## config.mk

```make
export PLATFORM = sky130hd
export DESIGN_NAME = mla_front
export DESIGN_NICKNAME = d
export VERILOG_FILES = /design/src/rtl/mla_pkg.sv /design/src/rtl/mla_front.sv
export SDC_FILE = /design/constraint.sdc
export NUM_CORES = 1
export LEC_CHECK = 0
export ABC_AREA = 1
export BUFFER_PORTS_ARGS = -buffer_cell sky130_fd_sc_hd__buf_2
export CAP_MARGIN = 20
export CORE_ASPECT_RATIO = 0.9
export CORE_UTILIZATION = 52
export DETAILED_ROUTE_END_ITERATION = 16
export GPL_ROUTABILITY_DRIVEN = 0
export PLACE_DENSITY = 0.88
export SETUP_SLACK_MARGIN = 0.1
export SYNTH_ARGS = -nofsm -noshare
export SYNTH_HDL_FRONTEND = slang
export SYNTH_SLANG_ARGS = --single-unit
export TNS_END_PERCENT = 50
```

## constraint.sdc

```tcl
create_clock -name clk -period 3.6 [get_ports clk]
set_clock_uncertainty 0.05 [all_clocks]
set_input_delay 0.36 -clock clk [delete_from_list [all_inputs] [get_ports clk]]
set_output_delay 0.36 -clock clk [all_outputs]
set_load 0.03 [all_outputs]
```

## src/rtl/mla_pkg.sv

```systemverilog
// ---------------------------------------------------------------------------
// mla_pkg
// Shared types and constants of the multiclass linear argmax classifier.
// ---------------------------------------------------------------------------
package mla_pkg;

  localparam int CLS_W   = 4;   // class_index field
  localparam int FEAT_W  = 10;  // feature_index field
  localparam int VAL_W   = 16;  // signed Q8.8
  localparam int LBL_W   = 5;   // labels
  localparam int CNT_W   = 32;  // running counters
  localparam int CC_W    = 5;   // class_count register
  localparam int FC_W    = 11;  // feature_count register
  localparam int PROD_W  = 32;  // Q16.16 product
  localparam int SCORE_W = 40;  // Q24.16 score
  localparam int ADDR_W  = 3;   // config byte address

  // config register index (byte address bit 2)
  localparam logic CFG_IDX_CLASS_COUNT   = 1'b0;
  localparam logic CFG_IDX_FEATURE_COUNT = 1'b1;

  typedef enum logic {
    OP_WEIGHT  = 1'b0,
    OP_FEATURE = 1'b1
  } op_t;

  typedef enum logic [2:0] {
    ST_IDLE,
    ST_MAC,
    ST_DRAIN,
    ST_ARG,
    ST_DONE
  } state_t;

  // one decoded command between front and back
  typedef struct packed {
    op_t                      op;
    logic                     use_feat;  // element contributes to the scores
    logic [CLS_W-1:0]         cls;
    logic [FEAT_W-1:0]        feat;
    logic signed [VAL_W-1:0]  val;
    logic                     last;
    logic [LBL_W-1:0]         truth;
  } cmd_entry_t;

endpackage

```

## src/rtl/mla_front.sv

```systemverilog
// ---------------------------------------------------------------------------
// mla_front
// Accepts input transfers, drops commands with no effect, queues the rest.
// ---------------------------------------------------------------------------
module mla_front import mla_pkg::*; #(
  parameter int NUM_CLASSES  = 16,
  parameter int NUM_FEATURES = 1024
) (
  input  logic                    clk,
  input  logic                    rst_n,
  input  logic                    in_valid,
  output logic                    in_stall,
  input  logic                    in_cmd,
  input  logic [CLS_W-1:0]        in_class_index,
  input  logic [FEAT_W-1:0]       in_feature_index,
  input  logic signed [VAL_W-1:0] in_value,
  input  logic                    in_last_element,
  input  logic [LBL_W-1:0]        in_true_label,
  input  logic [FC_W-1:0]         feature_count,
  output logic                    q_valid,
  output cmd_entry_t              q_entry,
  input  logic                    q_pop
);

  cmd_entry_t q_mem_r [2];
  logic       wr_ptr_r, rd_ptr_r;
  logic [1:0] count_r;

  logic       accept, keep, push;
  logic       feat_ok, cls_ok, in_feat_range;
  cmd_entry_t entry;

  assign in_stall = (count_r == 2'd2);
  assign accept   = in_valid && !in_stall;

  assign cls_ok        = ({28'd0, in_class_index} < NUM_CLASSES);
  assign feat_ok       = ({22'd0, in_feature_index} < NUM_FEATURES);
  assign in_feat_range = feat_ok && ({1'b0, in_feature_index} < feature_count);

  always_comb begin
    entry          = '0;
    entry.op       = op_t'(in_cmd);
    entry.cls      = in_class_index;
    entry.feat     = in_feature_index;
    entry.val      = in_value;
    entry.last     = in_last_element;
    entry.truth    = in_true_label;
    entry.use_feat = in_feat_range;
    if (entry.op == OP_WEIGHT) begin
      keep = cls_ok && feat_ok;
    end else begin
      keep = in_feat_range || in_last_element;
    end
  end

  assign push    = accept && keep;
  assign q_valid = (count_r != 2'd0);
  assign q_entry = q_mem_r[rd_ptr_r];

  always_ff @(posedge clk) begin
    if (push) begin
      q_mem_r[wr_ptr_r] <= entry;
    end
  end

  always_ff @(posedge clk) begin
    if (!rst_n) begin
      wr_ptr_r <= 1'b0;
      rd_ptr_r <= 1'b0;
      count_r  <= 2'd0;
    end else begin
      if (push) wr_ptr_r <= ~wr_ptr_r;
      if (q_pop) rd_ptr_r <= ~rd_ptr_r;
      count_r <= count_r + 2'(push) - 2'(q_pop);
    end
  end

endmodule

```

==> reports/metrics.yaml, run 1 <==
p_leak_nw: 1.795
cts_max_level: 3
cp_max_fo: 21
cp.arrival_ps: 1780
synth_area_leader_cell: "edfxtp_1"
netlist_top_cells_count: "edfxtp_1, inv_1, nand2_1, mux2_4, mux2_1"
rows: 27
yosysSeqAreaShare_pct: 70.89
synthToLayoutAreaGrowth_pct: 23.42
p_total_mw: 2.306
hold_viol: 0
clock-sinks: 81
drt_iter0_markers: 56
layout-drive-gt1-share_pct: 43.59
relSlewSlack_pct: 66.06
critPathSlowestCell: "dfxtp_2"
postSynth.asyncResetShare_pct: 0
cts_tree: "built"
root_buffer: "clkbuf_8"
min_path_type: "in2reg"
die_height_um: 78.27
synth_area_um2: 3361
setup_viol: 0
grt_max_degree: 39
grt_usage_pct: 17.67
status: "finished clean"
vias_per_cell: 4.794
vias: 1913
synthTopCellsByArea: "edfxtp_1, mux2_4, mux2_1, ha_1, dfxtp_1"
crit_required_ps: 3190
ctsHoldBuffers: 0
antenna_found_initial: 0
rsz0062_at_grt: "no"
finalMaxSlewViolations: 0
top_level_ports: 92
crit_buf_inv: 2
crit_type: "reg2out"
worst_setup_path_start_kind: "register"
cts_resized: 0
slowest_delay_ps: 650
grt_pass1_wl_um: 8528
antennaDiodeCount: 0
core_um2: 6182
drt-total-wl_um: 5616
ant_nets: 0
yosysWarnings: 0
cts_buffers: 9
fp.dieArea_um2: 6789
overflow: 0
synth-edff-count: 76
worstPathCellList: "buf_12 -> mux2_1 -> buf_2"
dp_hpwl_um: 3896
cpLargestDelayFamily: "flip-flops"
grt_pass1_vias: 1886
tightest_slew_ps: 509.1
nets: 370
tns_ps: 0
p_per_area_nw_per_um2: 556.1
syn_avg_cell_area_um2: 16.31
clk_latency_ps: 340
max-cap-violations: 0
finalNonFillerCells: 399
fin_crit_sh_pct: 60.92
synth_fp_nets: 269
peakVddDrop_mv: 0.3128
postCtsSetupBuffers: 0
port_buffers: 91
clk_path_buf_depth: 2
die_width_um: 86.74
drtPass1Iterations: 4
ys.flop_type: "edfxtp_1"
final_core_util_pct: 67.09
ys_seq_elements: 81
yosysUniqueCellTypes: 19
nFillCells: 431
max_clock_freq_ghz: 0.4560
fin_crit_ps: 2193
start_util_pct: 54.36
drc_errors: 0
yosysMostFrequentCell: "edfxtp_1"
synth_top_area_share_pct: 67.91
wire_per_inst_um: 14.08
path_clk_slew_ps: 70
syn_inst: 206
post-place-cells: 382
endpoint_kind: "output port"
## flip-flops by register name, indices dropped and copies added (netlist names), named ones only
register / flops
rd_ptr_r: 1
q_mem_r: 76
wr_ptr_r: 1
count_r: 2
## metal layers
metal  track usage [%]  share of wire, %  routed length (um)
met5                 0                 0                   0
met1             18.97                39                2218
met4             12.67               2.4                 136
met3             3.680               4.2                 235
met2             30.87                54                3025
## kinds of logic (layout without fill, tap and decap cells)
kind of cell / after synthesis / after routing / synth area share, %
mux: 38 / 38 / 14.97
xor+xnor: 1 / 1 / 0.2607
buf+inv: 31 / 137 / 4.058
simple gates: 38 / 38 / 4.840
fa+ha+maj: 11 / 11 / 4.095
compound gates: 6 / 6 / 0.8933
flops: 81 / 81 / 70.89
## layout make-up
class | instances | area, um2 | share of cell area [%]
clock buffers | 13 | 148.9 | 3.590
repair buffers | 94 | 490.5 | 11.83
well taps | 87 | 108.9 | 2.624
multi-input cells | 94 | 849.6 | 20.48
inverters | 27 | 101.3 | 2.443
flip-flops and latches | 81 | 2384 | 57.47
clock inverters | 3 | 65.06 | 1.569
## placed cells by master, fill, tap and decap left out, types with 3 or more instances in the layout
master	count
dfxtp_1	4
clkbuf_1	3
a21oi_1	5
inv_1	25
edfxtp_1	76
nand2_1	22
mux2_1	18
mux2_4	20
buf_2	91
ha_1	11
nor2_1	10
clkbuf_8	10
## metrics by stage
stage	instance area [um2]	hold WS, ps	setup slack, ps
3_3_place_gp	3914	402.0	1230
5_1_grt	4148	139.4	1251
6_report	4148	156.2	1407
4_1_cts	4128	134.7	1117
2_1_floorplan	3361	389.7	363.8
3_5_place_dp	3914	407.3	1143
## path summary, 6_finish.rpt
| check | startpoint | endpoint | slack (ps) | cells past startpoint |
|---|---|---|---|---|
| setup / recovery | register | q_entry[37] | 1410 | 3 |
| hold / removal | in_value[9] | q_mem_r[0][15]$_DFFE_PP_ | 160 | 1 |
| setup reg to reg | count_r[1]$_SDFF_PN0_ | count_r[1]$_SDFF_PN0_ | 1880 | 10 |
| hold reg to reg | count_r[1]$_SDFF_PN0_ | count_r[1]$_SDFF_PN0_ | 420 | 2 |
## where the power goes
group | leakage [nW] | switching [mW] | internal (mW) | total [mW]
clock network | 0.108 | 0.289 | 0.410 | 0.699
registers | 0.747 | 0.0320 | 1.14 | 1.17
logic | 0.940 | 0.278 | 0.158 | 0.436
(Power assumes the default switching activity.)
==> run 2, diff against run 1 <==
--- a/config.mk
+++ b/config.mk
@@ -5,14 +5,14 @@
 export SDC_FILE = /design/constraint.sdc
 export NUM_CORES = 1
 export LEC_CHECK = 0
-export ABC_AREA = 1
+export ABC_AREA = 0
 export BUFFER_PORTS_ARGS = -buffer_cell sky130_fd_sc_hd__buf_2
 export CAP_MARGIN = 20
 export CORE_ASPECT_RATIO = 0.9
-export CORE_UTILIZATION = 52
+export CORE_UTILIZATION = 46
 export DETAILED_ROUTE_END_ITERATION = 16
 export GPL_ROUTABILITY_DRIVEN = 0
-export PLACE_DENSITY = 0.88
+export PLACE_DENSITY = 0.84
 export SETUP_SLACK_MARGIN = 0.1
 export SYNTH_ARGS = -nofsm -noshare
 export SYNTH_HDL_FRONTEND = slang
==> constraint.sdc (replaced) <==
create_clock -name clk -period 1.8 [get_ports clk]
set_clock_uncertainty 0.05 [all_clocks]
set_input_delay 0.18 -clock clk [delete_from_list [all_inputs] [get_ports clk]]
set_output_delay 0.18 -clock clk [all_outputs]
set_load 0.03 [all_outputs]
==> run 2 against run 1 <==
The flow now finishes with violations (negative setup slack); global-route usage shrank 0.22 points; synthesized area decreased by 2.4%; cell area grew 15%; register-to-register slack worse by 1800 ps; worst hold slack worse by 130 ps; via count rose by 8.5%; utilization is 3.6 points higher; die area increased by 10%; sequential share of layout area shrank 7.3 points; setup slack worse by 1400 ps; clock power up 90%; critical path type is now in2reg; largest power group unchanged; highest routed layer unchanged.
==> reports/metrics.yaml, run 2 <==
status: "complete, but fails checks"
violations: "negative setup slack"
cpLargestDelayFamily: "adder cells"
syn_inst: 186  # -9.7%
fp.dieArea_um2: 7474  # +10%
cp.arrival_ps: 1990  # +210 ps
crit_type: "in2reg"
netlist_top_cells_count: "edfxtp_1, mux2_2, inv_1, ha_1"
critPathSlowestCell: "ha_1"
root_buffer: "clkbuf_8"
layout-drive-gt1-share_pct: 58.06  # +14 points
synth_top_area_share_pct: 69.57  # +1.7 points
p_total_mw: 5.748  # +150%
yosysMostFrequentCell: "edfxtp_1"
start_util_pct: 48.77  # -5.6 points
worst_setup_path_start_kind: "input pin"
max_clock_freq_ghz: 0.5549
cp_max_fo: 3  # -86%
rows: 28  # +3.7%
grt_max_degree: 26  # -33%
final_common_cell: "buf_2"
fin_ws_ps: -2.281  # -1409 ps
vias: 2075  # +8.5%
finalNonFillerCells: 431  # +8.0%
nets: 399  # +7.8%
cts_max_level: 3  # unchanged
slowest_delay_ps: 290  # -360 ps
fin_crit_ps: 1802
syn_avg_cell_area_um2: 17.64  # +8.1%
cpMostUsedCell: "ha_4"
antennaDiodeCount: 0  # unchanged
yosysWarnings: 0  # unchanged
ys_seq_elements: 81  # unchanged
yosysUniqueCellTypes: 27  # +8
die_width_um: 91.02  # +4.9%
clock-sinks: 81  # unchanged
ff2ff_setup_slack_ps: 40  # -1840 ps
postSynth.asyncResetShare_pct: 0  # unchanged
grt_pass1_wl_um: 9715  # +14%
ant_nets: 0  # unchanged
largest_reg_flops: 76  # unchanged
path_clk_slew_ps: 80  # about the same
yosysSeqAreaShare_pct: 72.62  # +1.7 points
port_buffers: 91  # unchanged
hold_viol: 0  # unchanged
rsz0062_at_grt: "yes"
top_level_ports: 92  # unchanged
p_per_area_nw_per_um2: 1209  # +120%
top_regs: "q_mem_r: 76 flops, count_r: 2 flops"
min_path_type: "in2reg"
drtPass1Iterations: 4  # unchanged
drc_errors: 0  # unchanged
peakVddDrop_mv: 0.6110  # +95%
relSlewSlack_pct: 85.48  # +19 points
synth_area_um2: 3281  # -2.4%
cts_tree: "built"
overflow: 0  # unchanged
antenna_found_initial: 0  # unchanged
max-cap-violations: 0  # unchanged
tightest_slew_ps: 217.3  # -291.8 ps
crit_required_ps: 1990  # -1200 ps
setup_viol: 1  # +1
core_um2: 6726  # +8.8%
die_height_um: 82.12  # +4.9%
synth-edff-count: 76  # unchanged
endpoint_kind: "register"
synth_fp_nets: 249  # -7.4%
synthToLayoutAreaGrowth_pct: 44.93
synthTopCellsByArea: "edfxtp_1, mux2_2, ha_1, dfxtp_1, inv_1"
drt-total-wl_um: 6476  # +15%
post-place-cells: 384  # +0.52%
p_leak_nw: 1.880  # +4.7%
drt_iter0_markers: 57  # +1.8%
clk_latency_ps: 340  # about the same
max_flop_register: "q_mem_r"
ys.flop_type: "edfxtp_1"
worstPathCellList: "buf_6 -> inv_4 -> ha_4 -> a21o_1 -> a21oi_2 -> o311a_4 -> o31ai_4 -> ha_1 -> inv_2 -> ha_4 -> xnor2_2 -> xnor2_1 -> and2_1"
synth_area_leader_cell: "edfxtp_1"
grt_pass1_vias: 2168  # +15%
crit_buf_inv: 3  # +1
finalMaxSlewViolations: 0  # unchanged
cts_buffers: 9  # unchanged
clk_path_buf_depth: 2  # unchanged
vias_per_cell: 4.814  # +0.42%
layout_common_cells: "buf_2, edfxtp_1, mux2_2"
fin_crit_sh_pct: 100.1
wire_per_inst_um: 15.03  # +6.8%
grt_usage_pct: 17.45  # -0.22 points
dp_hpwl_um: 4174  # +7.1%
-- run 2: routing by layer --
layer  share of wire, %  GRT usage (%)  up-vias  wire (um)
li1                   -              -     1002          -
met1                 41          18.49     1003       2625
met2                 54          33.71       61       3514
met3                3.8          3.755        9        246
met4                1.4          8.413        0         89
met5                  0              0        -          0
-- run 2: worst paths after layout --
path,cells past startpoint,end,start
worst max-delay path,13,count_r[1]$_SDFF_PN0_,feature_count[8]
worst min-delay path,1,q_mem_r[0][37]$_DFFE_PP_,in_cmd
worst max register to register,9,count_r[1]$_SDFF_PN0_,count_r[0]$_SDFF_PN0_
worst min register to register,2,rd_ptr_r$_SDFFE_PN0P_,rd_ptr_r$_SDFFE_PN0P_
-- run 2: what timing repair did --
item / in CTS / in global routing
buffers inserted: 2 / 0
hold buffers: 29 / 0
pin swaps: 10 / 7
hold endpoints to repair: 58 / 0
gates resized for setup: 11 / 22
setup endpoints to repair: 74 / 77
-- run 2: kinds of logic (layout without fill, tap and decap cells) --
kind of cell / after synthesis / in the layout / share of synthesized area, %
mux: 39 / 39 / 13.35
flops: 81 / 81 / 72.62
fa+ha+maj: 11 / 11 / 4.195
xor+xnor: 3 / 3 / 0.8011
buf+inv: 16 / 171 / 1.983
compound gates: 12 / 12 / 3.013
simple gates: 24 / 24 / 4.043
-- run 2: cell type report --
type / count / area, um2
flip-flops and latches: 81 / 2384
fillers: 463 / 1972
multi-input cells: 89 / 1012
repair buffers: 143 / 997.2
clock buffers: 9 / 123.9
well taps: 90 / 112.6
clock inverters: 7 / 77.57
inverters: 12 / 47.55
-- run 2: power breakdown --
group / internal, mW / leakage (nW) / switching, mW
Combinational: 0.744 / 1.03 / 1.06
Sequential: 2.51 / 0.748 / 0.108
Clock: 0.653 / 0.100 / 0.673
Total: 3.91 / 1.88 / 1.84
-- run 2: through the flow --
| stage | TNS, ps | setup slack, ps | utilization (%) | hold WS [ps] | cell area (um2) |
|---|---|---|---|---|---|
| after floorplan | -24040 | -321.7 | - | 228.9 | 3323 |
| after global placement | -20130 | -427.5 | 60.66 | 318.3 | 4080 |
| after detailed placement | -22570 | -481.5 | 60.66 | 322.8 | 4080 |
| after CTS | 0 | 1.869 | 68.92 | 3.230 | 4636 |
| after global routing | -64.63 | -64.63 | 70.68 | 15.13 | 4755 |
| final | -2.281 | -2.281 | 70.68 | 23.74 | 4755 |
==> run 3, diff against run 2 <==
--- a/config.mk
+++ b/config.mk
@@ -14,6 +14,7 @@
 export GPL_ROUTABILITY_DRIVEN = 0
 export PLACE_DENSITY = 0.84
 export SETUP_SLACK_MARGIN = 0.1
+export SKIP_CTS_REPAIR_TIMING = 1
 export SYNTH_ARGS = -nofsm -noshare
 export SYNTH_HDL_FRONTEND = slang
 export SYNTH_SLANG_ARGS = --single-unit
==> run 3 against run 2 <==
The run still ends with negative setup slack left; worst hold slack got worse by 12 ps; critical endpoint unchanged; largest cell class unchanged; global-route usage fell by 1.3 points; sequential cell count did not move; clock power barely moved; highest routed layer unchanged; die area did not move.
==> reports/metrics.yaml, run 3 (synthesis results as in run 2) <==
status: "complete, but fails checks"
violations: "negative setup slack"
max_flop_register: "q_mem_r"
endpoint_kind: "register"
die_width_um: 91.02  # unchanged
timing.rr.start: "count_r[0]$_SDFF_PN0_"
layout-drive-gt1-share_pct: 59.41  # +1.3 points
worst_setup_path_start_kind: "input pin"
cts_max_level: 3  # unchanged
r2r-end: "count_r[1]$_SDFF_PN0_"
rsz0062_at_grt: "yes"
final_common_cell: "buf_2"
p_total_mw: 5.758  # +0.16%
hold_viol: 0  # unchanged
root_buffer: "clkbuf_8"
clock-sinks: 81  # unchanged
fin_crit_ps: 1822  # +19.88 ps
top_level_ports: 92  # unchanged
vias_per_cell: 4.809  # -0.11%
cp_max_fo: 3  # unchanged
crit_required_ps: 1980  # about the same
die_height_um: 82.12  # unchanged
ant_nets: 0  # unchanged
grt_pass1_wl_um: 8970  # -7.7%
path_clk_slew_ps: 80  # about the same
antennaDiodeCount: 0  # unchanged
crit_start: "feature_count[8]"
reg2regPathDepth: 9  # unchanged
min-delay-start: "in_last_element"
p_per_area_nw_per_um2: 1207  # -0.21%
grt_usage_pct: 16.15  # -1.3 points
fin_crit_sh_pct: 101.2  # +1.1 points
hold_end: "q_mem_r[1][5]$_DFFE_PP_"
rows: 28  # unchanged
synthToLayoutAreaGrowth_pct: 45.46
start_util_pct: 48.77  # unchanged
top_regs: "q_mem_r: 76 flops, count_r: 2 flops"
grt_pass1_vias: 1989  # -8.3%
tns_ps: -22.16  # -19.88 ps
clk_path_buf_depth: 2  # unchanged
finalMaxSlewViolations: 0  # unchanged
wire_per_inst_um: 14.95  # -0.51%
max_clock_freq_ghz: 0.5488  # -1.1%
port_buffers: 91  # unchanged
max-cap-violations: 0  # unchanged
tightest_slew_ps: 217.8  # +0.4712 ps
clk_latency_ps: 340  # about the same
cts_buffers: 9  # unchanged
cts_tree: "built"
nets: 398  # -0.25%
min_path_type: "in2reg"
drt-total-wl_um: 6428  # -0.74%
setup_viol: 1  # unchanged
crit_type: "in2reg"
min_path_cells: 1  # unchanged
p_leak_nw: 1.881  # about the same
ff2ff_setup_slack_ps: 40  # about the same
grt_max_degree: 26  # unchanged
antenna_found_initial: 0  # unchanged
layout_common_cells: "buf_2, edfxtp_1, mux2_2"
fp.dieArea_um2: 7474  # unchanged
drt_iter0_markers: 48  # -16%
overflow: 0  # unchanged
vias: 2068  # -0.34%
core_um2: 6726  # unchanged
cp.arrival_ps: 2010  # +20 ps
relSlewSlack_pct: 85.45  # about the same
largest_reg_flops: 76  # unchanged
drtPass1Iterations: 4  # unchanged
dp_hpwl_um: 4174  # unchanged
peakVddDrop_mv: 0.6172  # +1.0%
drc_errors: 0  # unchanged
fin_ws_ps: -22.16  # -19.88 ps
## run 3: changes by cell type in the layout (fill, tap and decap cells not counted), moves of 2 or more
cell,before,now
dlygate4sd3_1,29,26
buf_6,1,3
buf_4,18,20
buf_2,89,87
## run 3: per-stage QoR
stage,hold WS [ps],setup slack [ps],utilization (%),cell area (um2),cells
floorplan,228.9,-321.7,-,3323,186
global placement,318.3,-427.5,60.66,4080,384
detailed placement,322.8,-481.5,60.66,4080,384
CTS,-50.93,-108.8,63.65,4282,400
global route,-6.309,-82.53,70.94,4772,430
finish,11.61,-22.16,70.94,4772,430
## run 3: cell type report
cell class / count / area (um2)
clock buffers: 9 / 123.9
repair buffers: 142 / 994.7
well taps: 90 / 112.6
multi-input cells: 89 / 1032
inverters: 12 / 47.55
clock inverters: 7 / 77.57
flip-flops and latches: 81 / 2384
fillers: 457 / 1954
## run 3: report_power, final
part / internal [mW] / switching [mW] / leakage, nW
registers: 2.51 / 0.109 / 0.748
clock network: 0.652 / 0.667 / 0.100
logic: 0.755 / 1.06 / 1.03
total: 3.92 / 1.84 / 1.88
## run 3: worst max path at each step
stage	endpoint	slack, ps	cells after the start
floorplan	q_mem_r[1][0]$_DFFE_PP_	-320	6
global placement	count_r[1]$_SDFF_PN0_	-430	12
detailed placement	count_r[1]$_SDFF_PN0_	-480	12
CTS	count_r[1]$_SDFF_PN0_	-110	12
global route	count_r[1]$_SDFF_PN0_	-80	13
finish	count_r[1]$_SDFF_PN0_	-20	13
## run 3: critical path, stage by stage
cell and delay (ps):
buf_6 100, inv_4 50, ha_4 200, a21o_1 160, a21oi_2 180, o311a_4 200, o31ai_4 70, ha_1 290
inv_2 40, ha_4 160, xnor2_2 130, xnor2_1 120, and2_1 130
## run 3: per-layer routing
layer	GRT usage (%)	part of all wire [%]	wire, um
met5	0	0	0
met4	8.095	1.5	97
met3	3.663	3.8	243
met2	30.91	54	3454
met1	17.10	41	2632
